**src/hw/rtl/lfp_pkg.sv**
```systemverilog
// Package for the LED frame packer: word types, register indexes, frame constants,
// pixel packing and the CRC-32 byte update.
// No dependencies.
`default_nettype none

package lfp_pkg;

   localparam logic [31:0] CRC_POLY    = 32'h04C1_1DB7;
   localparam logic [31:0] CRC_INIT    = 32'hFFFF_FFFF;
   localparam logic [7:0]  BYTE_ESC    = 8'hF5;
   localparam logic [7:0]  BYTE_ESC_SUB = 8'hF4;
   localparam logic [7:0]  BYTE_SYNC0  = 8'hAB;
   localparam logic [7:0]  BYTE_SYNC1  = 8'hCD;
   localparam logic [7:0]  CMD_SMOOTH  = 8'h11;
   localparam logic [7:0]  CMD_PLAIN   = 8'h10;
   localparam logic [7:0]  SMOOTH_MAX  = 8'd49;
   localparam logic [7:0]  FW_CRC_MIN  = 8'd4;   // trailer sent above this version
   localparam logic [7:0]  ESC_FLIP_B1 = 8'h20;
   localparam logic [7:0]  ESC_FLIP_B2 = 8'h08;
   localparam logic [7:0]  MASK_888    = 8'hF0;
   localparam logic [7:0]  MASK_555    = 8'hFF;

   // Configuration register indexes
   localparam logic [1:0] CSR_COLOR_MODE = 2'd0;
   localparam logic [1:0] CSR_SMOOTHING  = 2'd1;
   localparam logic [1:0] CSR_USE_CRC    = 2'd2;
   localparam logic [1:0] CSR_FW_VERSION = 2'd3;

   typedef struct packed {
      logic       color_mode;
      logic [7:0] smoothing_level;
      logic       use_crc;
      logic [7:0] firmware_version;
   } cfg_type;

   typedef struct packed {
      logic [7:0] red;
      logic [7:0] green;
      logic [7:0] blue;
      logic       frame_end;
   } pixel_type;

   typedef struct packed {
      logic [7:0] b2;
      logic [7:0] b1;
      logic [7:0] b0;
      logic [1:0] last_idx;   // 2 for GRB888, 1 for RGB555
   } packed_pix_type;

   typedef enum logic [2:0] {
      ST_IDLE,
      ST_HEAD,
      ST_PIX,
      ST_PAD,
      ST_TRAIL,
      ST_CLOSE
   } emit_state_type;

   function automatic logic [31:0] crc_feed(input logic [31:0] crc, input logic [7:0] data);
      logic [31:0] c;
      c = crc ^ {data, 24'h00_0000};
      for (int i = 0; i < 8; i++) begin
         c = c[31] ? ({c[30:0], 1'b0} ^ CRC_POLY) : {c[30:0], 1'b0};
      end
      return c;
   endfunction

   function automatic logic [7:0] esc_sub(input logic [7:0] b);
      return (b == BYTE_ESC) ? BYTE_ESC_SUB : b;
   endfunction

   function automatic packed_pix_type pack_pixel(input logic mode, input pixel_type p);
      packed_pix_type r;
      logic [4:0] r5;
      logic [4:0] g5;
      logic [4:0] b5;
      logic [7:0] x1;
      logic [7:0] x2;
      r5 = p.red[7:3];
      g5 = p.green[7:3];
      b5 = p.blue[7:3];
      x1 = {g5[1:0], 1'b0, r5};
      x2 = {b5, g5[4:2]};
      if (!mode) begin
         r.b0       = esc_sub(p.green);
         r.b1       = esc_sub(p.red);
         r.b2       = esc_sub(p.blue);
         r.last_idx = 2'd2;
      end else begin
         r.b0       = (x1 == BYTE_ESC) ? (x1 ^ ESC_FLIP_B1) : x1;
         r.b1       = (x2 == BYTE_ESC) ? (x2 ^ ESC_FLIP_B2) : x2;
         r.b2       = 8'h00;
         r.last_idx = 2'd1;
      end
      return r;
   endfunction

endpackage

`default_nettype wire

```
**src/hw/rtl/led_frame_packer_crc.sv**
```systemverilog
// Top level of the LED frame packer with CRC-32 trailer: input word buffer,
// configuration registers and byte sequencer.
// Uses lfp_pkg, lfp_cfg_regs and lfp_emitter.
//
// Usage
//   req_*  : one RGB pixel per word, tlast marks the last pixel of a frame.
//   rsp_*  : one frame byte per word, tlast on the closing F5 byte.
//   csr_*  : register write port, write only while the block is idle.
//   A frame opens with AB CD, a command byte and a config byte (four words),
//   then two (RGB555) or three (GRB888) bytes per pixel. After the last
//   pixel, when the trailer goes out with the CRC on, the CRC is padded
//   over zero bytes to a four-byte multiple (up to three pad bytes, no
//   output), a four-byte trailer follows for firmware above 4, and F5
//   closes the frame. An item passes the input buffer, the item register
//   and the output word register. The output register moves one byte per
//   cycle while the receiver does not stall; the pad steps move no byte.
//   A one-word input buffer lets the next pixel be taken while the current
//   one drains; a stalled receiver holds the output word and, once the
//   buffer is full, req_tready drops.
//   Reset (synchronous) empties buffer and output, clears the frame state,
//   sets the CRC to all ones and loads the register reset values.
`default_nettype none

module led_frame_packer_crc (
   input  wire logic        clock,
   input  wire logic        reset,
   // pixel input
   input  wire logic        req_tvalid,
   output logic             req_tready,
   input  wire logic [23:0] req_tdata,   // [7:0] red, [15:8] green, [23:16] blue
   input  wire logic        req_tlast,   // frame_end
   // byte output
   output logic             rsp_tvalid,
   input  wire logic        rsp_tready,
   output logic [7:0]       rsp_tdata,   // [7:0] data_byte
   output logic             rsp_tlast,   // last
   // register writes
   input  wire logic        csr_we,
   input  wire logic [1:0]  csr_addr,
   input  wire logic [7:0]  csr_wdata
);
   import lfp_pkg::*;

   cfg_type   cfg;
   pixel_type buf_ff, buf_in;
   logic      buf_valid_ff, buf_valid_in;
   logic      buf_take;
   logic      req_accept;

   // buffer takes a word only when empty, so ready is a plain register output
   assign req_tready = !buf_valid_ff;
   assign req_accept = req_tvalid && req_tready;

   always_comb begin
      buf_valid_in = buf_valid_ff;
      buf_in       = buf_ff;
      if (req_accept) begin
         buf_valid_in = 1'b1;
         buf_in       = '{red:       req_tdata[7:0],
                          green:     req_tdata[15:8],
                          blue:      req_tdata[23:16],
                          frame_end: req_tlast};
      end else if (buf_take) begin
         buf_valid_in = 1'b0;
      end
   end

   always_ff @(posedge clock) begin
      if (reset) begin
         buf_valid_ff <= 1'b0;
      end else begin
         buf_valid_ff <= buf_valid_in;
      end
   end

   always_ff @(posedge clock) begin
      buf_ff <= buf_in;
   end

   lfp_cfg_regs u_cfg (
      .clock     (clock),
      .reset     (reset),
      .csr_we    (csr_we),
      .csr_addr  (csr_addr),
      .csr_wdata (csr_wdata),
      .cfg       (cfg)
   );

   lfp_emitter u_emit (
      .clock      (clock),
      .reset      (reset),
      .cfg        (cfg),
      .pix_valid  (buf_valid_ff),
      .pix        (buf_ff),
      .pix_take   (buf_take),
      .rsp_tvalid (rsp_tvalid),
      .rsp_tready (rsp_tready),
      .rsp_tdata  (rsp_tdata),
      .rsp_tlast  (rsp_tlast)
   );

endmodule

`default_nettype wire

```
**src/hw/rtl/lfp_cfg_regs.sv**
```systemverilog
// Configuration register file of the LED frame packer.
// Uses lfp_pkg for the register indexes and the cfg_type struct.
`default_nettype none

module lfp_cfg_regs (
   input  wire logic            clock,
   input  wire logic            reset,
   input  wire logic            csr_we,
   input  wire logic [1:0]      csr_addr,
   input  wire logic [7:0]      csr_wdata,
   output lfp_pkg::cfg_type     cfg
);
   import lfp_pkg::*;

   cfg_type cfg_ff;
   cfg_type cfg_in;

   always_comb begin
      cfg_in = cfg_ff;
      if (csr_we) begin
         unique case (csr_addr)
            CSR_COLOR_MODE: cfg_in.color_mode       = csr_wdata[0];
            CSR_SMOOTHING:  cfg_in.smoothing_level  = csr_wdata;
            CSR_USE_CRC:    cfg_in.use_crc          = csr_wdata[0];
            CSR_FW_VERSION: cfg_in.firmware_version = csr_wdata;
         endcase
      end
   end

   always_ff @(posedge clock) begin
      if (reset) begin
         cfg_ff.color_mode       <= 1'b0;
         cfg_ff.smoothing_level  <= 8'd0;
         cfg_ff.use_crc          <= 1'b1;
         cfg_ff.firmware_version <= 8'd5;
      end else begin
         cfg_ff <= cfg_in;
      end
   end

   assign cfg = cfg_ff;

endmodule

`default_nettype wire

```
**src/hw/rtl/lfp_emitter.sv**
```systemverilog
// Byte sequencer of the LED frame packer: header, pixel bytes, CRC padding,
// trailer and close byte, with the CRC register and the output word register.
// Uses lfp_pkg for types, constants, pack_pixel and crc_feed.
`default_nettype none

module lfp_emitter (
   input  wire logic              clock,
   input  wire logic              reset,
   input  lfp_pkg::cfg_type       cfg,
   input  wire logic              pix_valid,
   input  lfp_pkg::pixel_type     pix,
   output logic                   pix_take,
   output logic                   rsp_tvalid,
   input  wire logic              rsp_tready,
   output logic [7:0]             rsp_tdata,
   output logic                   rsp_tlast
);
   import lfp_pkg::*;

   emit_state_type state_ff, state_in;
   logic [1:0]  idx_ff, idx_in;
   logic [31:0] crc_ff, crc_in;
   logic [1:0]  phase_ff, phase_in;
   logic        in_frame_ff, in_frame_in;

   packed_pix_type item_ff, item_in;
   logic        fend_ff, fend_in;
   logic [7:0]  mask_ff, mask_in;

   logic        out_valid_ff, out_valid_in;
   logic [7:0]  out_data_ff, out_data_in;
   logic        out_last_ff, out_last_in;

   logic        out_free;
   logic        emit;
   logic [7:0]  emit_byte;
   logic        emit_last;
   logic        done;
   logic        load;
   logic [7:0]  cur_pix;
   logic [7:0]  conf_byte;
   logic [7:0]  cmd_byte;
   logic [31:0] trail_word;
   logic [1:0]  phase_nx;
   logic        smooth_ok;

   assign out_free  = !out_valid_ff || rsp_tready;
   assign smooth_ok = cfg.smoothing_level <= SMOOTH_MAX;
   assign cmd_byte  = smooth_ok ? CMD_SMOOTH : CMD_PLAIN;
   assign conf_byte = {cfg.use_crc, (smooth_ok ? cfg.smoothing_level[6:0] : 7'd0)};
   assign trail_word = cfg.use_crc ? crc_ff : 32'd0;
   assign phase_nx  = phase_ff + 2'd1;

   always_comb begin
      unique case (idx_ff)
         2'd0:    cur_pix = item_ff.b0;
         2'd1:    cur_pix = item_ff.b1;
         default: cur_pix = item_ff.b2;
      endcase
   end

   always_comb begin
      state_in    = state_ff;
      idx_in      = idx_ff;
      crc_in      = crc_ff;
      phase_in    = phase_ff;
      in_frame_in = in_frame_ff;
      emit        = 1'b0;
      emit_byte   = 8'h00;
      emit_last   = 1'b0;
      done        = 1'b0;

      unique case (state_ff)
         ST_IDLE: begin
         end
         ST_HEAD: begin
            if (out_free) begin
               emit = 1'b1;
               unique case (idx_ff)
                  2'd0: emit_byte = BYTE_SYNC0;
                  2'd1: emit_byte = BYTE_SYNC1;
                  2'd2: emit_byte = cmd_byte;
                  2'd3: emit_byte = conf_byte;
               endcase
               if (idx_ff == 2'd3) begin
                  state_in    = ST_PIX;
                  idx_in      = 2'd0;
                  in_frame_in = 1'b1;
               end else begin
                  idx_in = idx_ff + 2'd1;
               end
            end
         end
         ST_PIX: begin
            if (out_free) begin
               emit      = 1'b1;
               emit_byte = cur_pix;
               crc_in    = crc_feed(crc_ff, cur_pix & mask_ff);
               phase_in  = phase_nx;
               if (idx_ff == item_ff.last_idx) begin
                  idx_in = 2'd0;
                  if (!fend_ff) begin
                     done = 1'b1;
                  end else if (cfg.firmware_version > FW_CRC_MIN) begin
                     // zero padding only matters when the CRC goes out
                     state_in = (cfg.use_crc && phase_nx != 2'd0) ? ST_PAD : ST_TRAIL;
                  end else begin
                     state_in = ST_CLOSE;
                  end
               end else begin
                  idx_in = idx_ff + 2'd1;
               end
            end
         end
         ST_PAD: begin
            crc_in   = crc_feed(crc_ff, 8'h00);
            phase_in = phase_nx;
            if (phase_nx == 2'd0) begin
               state_in = ST_TRAIL;
            end
         end
         ST_TRAIL: begin
            if (out_free) begin
               emit      = 1'b1;
               emit_byte = esc_sub(trail_word[{idx_ff, 3'b000} +: 8]);
               if (idx_ff == 2'd3) begin
                  state_in = ST_CLOSE;
               end
               idx_in = idx_ff + 2'd1;
            end
         end
         ST_CLOSE: begin
            if (out_free) begin
               emit        = 1'b1;
               emit_byte   = BYTE_ESC;
               emit_last   = 1'b1;
               crc_in      = CRC_INIT;
               phase_in    = 2'd0;
               in_frame_in = 1'b0;
               done        = 1'b1;
               state_in    = ST_IDLE;
            end
         end
         default: begin
            state_in = ST_IDLE;
         end
      endcase

      if (done) begin
         state_in = ST_IDLE;
      end

      // next pixel enters as the current one hands over its last word
      load = pix_valid && (state_ff == ST_IDLE || done);
      if (load) begin
         state_in = in_frame_in ? ST_PIX : ST_HEAD;
         idx_in   = 2'd0;
      end
   end

   assign pix_take = load;
   assign item_in  = load ? pack_pixel(cfg.color_mode, pix) : item_ff;
   assign fend_in  = load ? pix.frame_end : fend_ff;
   assign mask_in  = load ? (cfg.color_mode ? MASK_555 : MASK_888) : mask_ff;

   always_comb begin
      out_valid_in = out_valid_ff;
      out_data_in  = out_data_ff;
      out_last_in  = out_last_ff;
      if (emit) begin
         out_valid_in = 1'b1;
         out_data_in  = emit_byte;
         out_last_in  = emit_last;
      end else if (rsp_tready) begin
         out_valid_in = 1'b0;
      end
   end

   always_ff @(posedge clock) begin
      if (reset) begin
         state_ff     <= ST_IDLE;
         idx_ff       <= 2'd0;
         crc_ff       <= CRC_INIT;
         phase_ff     <= 2'd0;
         in_frame_ff  <= 1'b0;
         out_valid_ff <= 1'b0;
      end else begin
         state_ff     <= state_in;
         idx_ff       <= idx_in;
         crc_ff       <= crc_in;
         phase_ff     <= phase_in;
         in_frame_ff  <= in_frame_in;
         out_valid_ff <= out_valid_in;
      end
   end

   always_ff @(posedge clock) begin
      item_ff     <= item_in;
      fend_ff     <= fend_in;
      mask_ff     <= mask_in;
      out_data_ff <= out_data_in;
      out_last_ff <= out_last_in;
   end

   assign rsp_tvalid = out_valid_ff;
   assign rsp_tdata  = out_data_ff;
   assign rsp_tlast  = out_last_ff;

endmodule

`default_nettype wire

```
**config.mk**
```make
export PLATFORM = sky130hd
export DESIGN_NAME = led_frame_packer_crc
export DESIGN_NICKNAME = d
export VERILOG_FILES = /design/src/hw/rtl/lfp_pkg.sv /design/src/hw/rtl/led_frame_packer_crc.sv /design/src/hw/rtl/lfp_cfg_regs.sv /design/src/hw/rtl/lfp_emitter.sv
export SDC_FILE = /design/constraint.sdc
export NUM_CORES = 1
export LEC_CHECK = 0
export CAP_MARGIN = 40
export CORE_UTILIZATION = 40
export DETAILED_ROUTE_END_ITERATION = 10
export DONT_BUFFER_PORTS = 1
export PLACE_DENSITY = 0.52
export REMOVE_ABC_BUFFERS = 1
export SYNTH_ARGS = -nofsm -noshare
export SYNTH_HDL_FRONTEND = slang
export SYNTH_HIERARCHICAL = 1
export SYNTH_SLANG_ARGS = --single-unit
export TNS_END_PERCENT = 100
```
**constraint.sdc**
```tcl
create_clock -name clock -period 9.2 [get_ports clock]
set_clock_uncertainty 0.1 [all_clocks]
set_input_delay 1.84 -clock clock [delete_from_list [all_inputs] [get_ports clock]]
set_output_delay 1.84 -clock clock [all_outputs]
set_load 0.01 [all_outputs]
```
==> impl_metrics.py <==
metrics = {
    "cells_and_area": {
        "final_net_count": 721,
        "share_of_layout_cells_above_drive_strength_1_pct": 12.34,
        "area.growth.synth_to_final_pct": 10.98,
        "fillers": 1605,
        "mostFrequentLayoutCells": "86 x xnor2_1, 64 x nor2_1, 61 x edfxtp_1",
        "seqCellArea_um2": 3033,
        "multi_input_comb_area_um2": 3865,
        "commonest_non_fill_non_tap_cell_in_the_layout": "xnor2_1",
        "diode_count": 0,
    },
    "place": {
        "routabilityCongestion": 0.8992,
        "buffer_ports.inserted": 0,
        "detailed_place_hpwl_mm": 12.97,
    },
    "drt": {
        "ant_nets": 0,
        "detail_route.iter0.violations": 531,
        "totalWireLength_mm": 18.13,
        "via_count": 5180,
        "route.detailed.drc": 0,
        "route.detailed.vias_per_inst": 5.667,
        "wl_per_cell_um": 19.83,
        "first_pass_detailed_route_iteration_total": 6,
    },
    "timing": {
        "setup-tns-final_ns": 0,
        "maxClockFrequency_mhz": 237.7,
        "final_period_minus_worst_setup_slack_ns": 4.207,
        "setup_viol": 0,
        "max_slew_margin_pct": 38.34,
        "fin_crit_sh_pct": 45.72,
        "hold-worst-slack_ns": 0.3547,
        "final_hold_viol_count": 0,
        "worstMarginPinSlew_ns": 0.9187,
        "timing_max_transition_violations_final": 0,
        "rsz0062_at_grt": "no",
    },
    "synthesis": {
        "synth_edf_count": 61,
        "synth_top_cells_by_area": "edfxtp_1 26%, dfxtp_1 17%, xnor2_1 11%",
        "syn_inst": 694,
        "synth-async-reset-ratio_pct": 0,
        "ys_warn_count": 6,
        "yosys_register_bits": 121,
        "yosys_most_used_dff": "edfxtp_1",
        "post-synth-top-area-cell": "edfxtp_1",
        "synthDistinctLibCells": 65,
        "netlist.area_leader.share_pct": 25.68,
        "syn_avg_cell_area_um2": 10.28,
        "seq_area_frac_synth_pct": 42.51,
        "mappedNetlistArea_um2": 7134,
    },
    "worst_hold_path": {
        "worstHoldPathCells": 0,
        "hp-start": "buf_ff[0]",
        "hold_class": "register to register",
    },
    "global_route": {
        "grtUsageTotal_pct": 21.08,
        "grt-ovfl-total": 0,
        "antenna_found_initial": 0,
        "grt_pass1_wl_mm": 28.76,
        "first_global_vias": 5076,
        "grt_start_max_net_pins": 67,
    },
    "floorplanning": {
        "floorplan.initialDensity_pct": 41.10,
        "die_width_um": 135.6,
        "floorplan.io_pins": 51,
        "die_area_um2": 18370,
        "core_area_um2": 17360,
        "row_count": 48,
        "die-height_um": 135.6,
    },
    "critical_path": {
        "cp.arrival_ns": 4.41,
        "critical_path.reg2reg.startpoint": "u_emit/idx_ff[1]",
        "end_kind": "register",
        "setup.worst_path.start": "u_emit/idx_ff[1]",
        "critPathRequiredTime_ns": 9.40,
        "reg2regPathDepth": 10,
        "critPathKind": "register to register",
        "cp-start-kind": "register",
        "worst-path-max-fanout": 17,
    },
    "pwr": {
        "power.density_nw_per_um2": 255.6,
        "leakage_nw": 2.696,
        "vdd_ir_drop_max_v": 0.0001904,
    },
    "cts": {
        "ctsHoldBuffers": 0,
        "worst_skew_pair.late_latency_ns": 0.42,
        "cts.sinks": 121,
        "max-clock-path-buffers": 2,
        "clock_tree_from_tritoncts": "yes",
        "cts_root_buffer": "clkbuf_16",
        "numCtsBuffers": 17,
        "cts.reportedPaths.clkPinSlew_ns": 0.06,
        "post_cts.resized_instances": 0,
        "cts_htree_levels": 4,
        "post-cts-setup-buffer-count": 0,
    },
    "run_status": {
        "status": "finished clean",
    },
    "run": {
        "max_cap_violations": 0,
    },
}
[synth_stat cells (9+ instances only)]
library cell  count
nand2_1          25
dfxtp_1          60
xor2_1           34
a21oi_1          32
nor2b_1          12
o22ai_1          13
nand2b_1         36
nor2_1           64
o21a_1           10
edfxtp_1         61
clkbuf_1         36
xnor2_1          86
nor3_1           10
o21ai_0          27
mux2i_1          18
mux2_2           12
o221ai_1          9
a31oi_1          10
[power by group]
group          internal, mW  switching (mW)
logic                 0.307           0.363
registers             0.618          0.0540
clock network         0.428           0.254
total                  1.35           0.671
[metal layers]
layer	track usage, %	wire length (µm)	vias to the layer above
met3	4.863	968	34
met2	32.65	8511	198
met4	8.177	456	0
li1	-	-	2439
met5	0	0	-
met1	28.40	8189	2509
[critical path: stages (launching register included)]
cell and delay (ns):
dfxtp_1 0.85, inv_1 0.22, ha_1 0.46, a22o_1 0.33
o21ai_0 0.56, xor2_2 0.26, xnor2_2 0.58, xor2_2 0.27
xor2_1 0.18, o221ai_1 0.13, o21a_1 0.15
[cells by family after synthesis]
| group | synth area share, % |
|---|---|
| and+or+nand+nor | 13.12 |
| AOI/OAI and AO/OA | 15.00 |
| xor gates and xnor gates | 18.10 |
| DFF | 42.51 |
| buffers and inverters | 3.315 |
| muxes | 6.945 |
| adders and majority gates | 1.017 |
[through the flow]
stage	std cells	cell area, µm²	total power [mW]	util [%]	setup slack, ns
finish	914	7918	2.024	45.62	4.993
global route	914	7918	2.117	45.62	4.777
CTS	914	7918	2.032	45.62	5.016
detailed placement	882	7316	1.345	42.15	4.961
global placement	877	7243	1.336	41.73	4.681
floorplan	648	6932	1.201	-	5.234
[final timing paths]
kind                 endpoint  slack [ns]
max          u_emit/crc_ff[4]        4.99
min            u_emit/fend_ff        0.35
max reg2reg  u_emit/crc_ff[4]        4.99
min reg2reg    u_emit/fend_ff        0.35
[flip-flops by register name (all words and copies together), names as in the netlist]
name and cells:
u_emit/crc_ff 32, u_emit/item_ff 26, buf_ff 25, u_cfg/cfg 18, u_emit/rsp_tdata 8, u_emit/state_ff 3, u_emit/idx_ff 2, u_emit/phase_ff 2
buf_valid_ff 1, u_emit/fend_ff 1, u_emit/in_frame_ff 1, u_emit/rsp_tlast 1, u_emit/rsp_tvalid 1
[cell type report]
class	instances	area share, %
clock buffer	18	5.420
multi-input combinational	518	48.81
clock inverter	14	2.181
inverter	9	0.4267
timing repair buffer	9	1.296
sequential	121	38.31
tap	225	3.556
(Power assumes the default switching activity.)
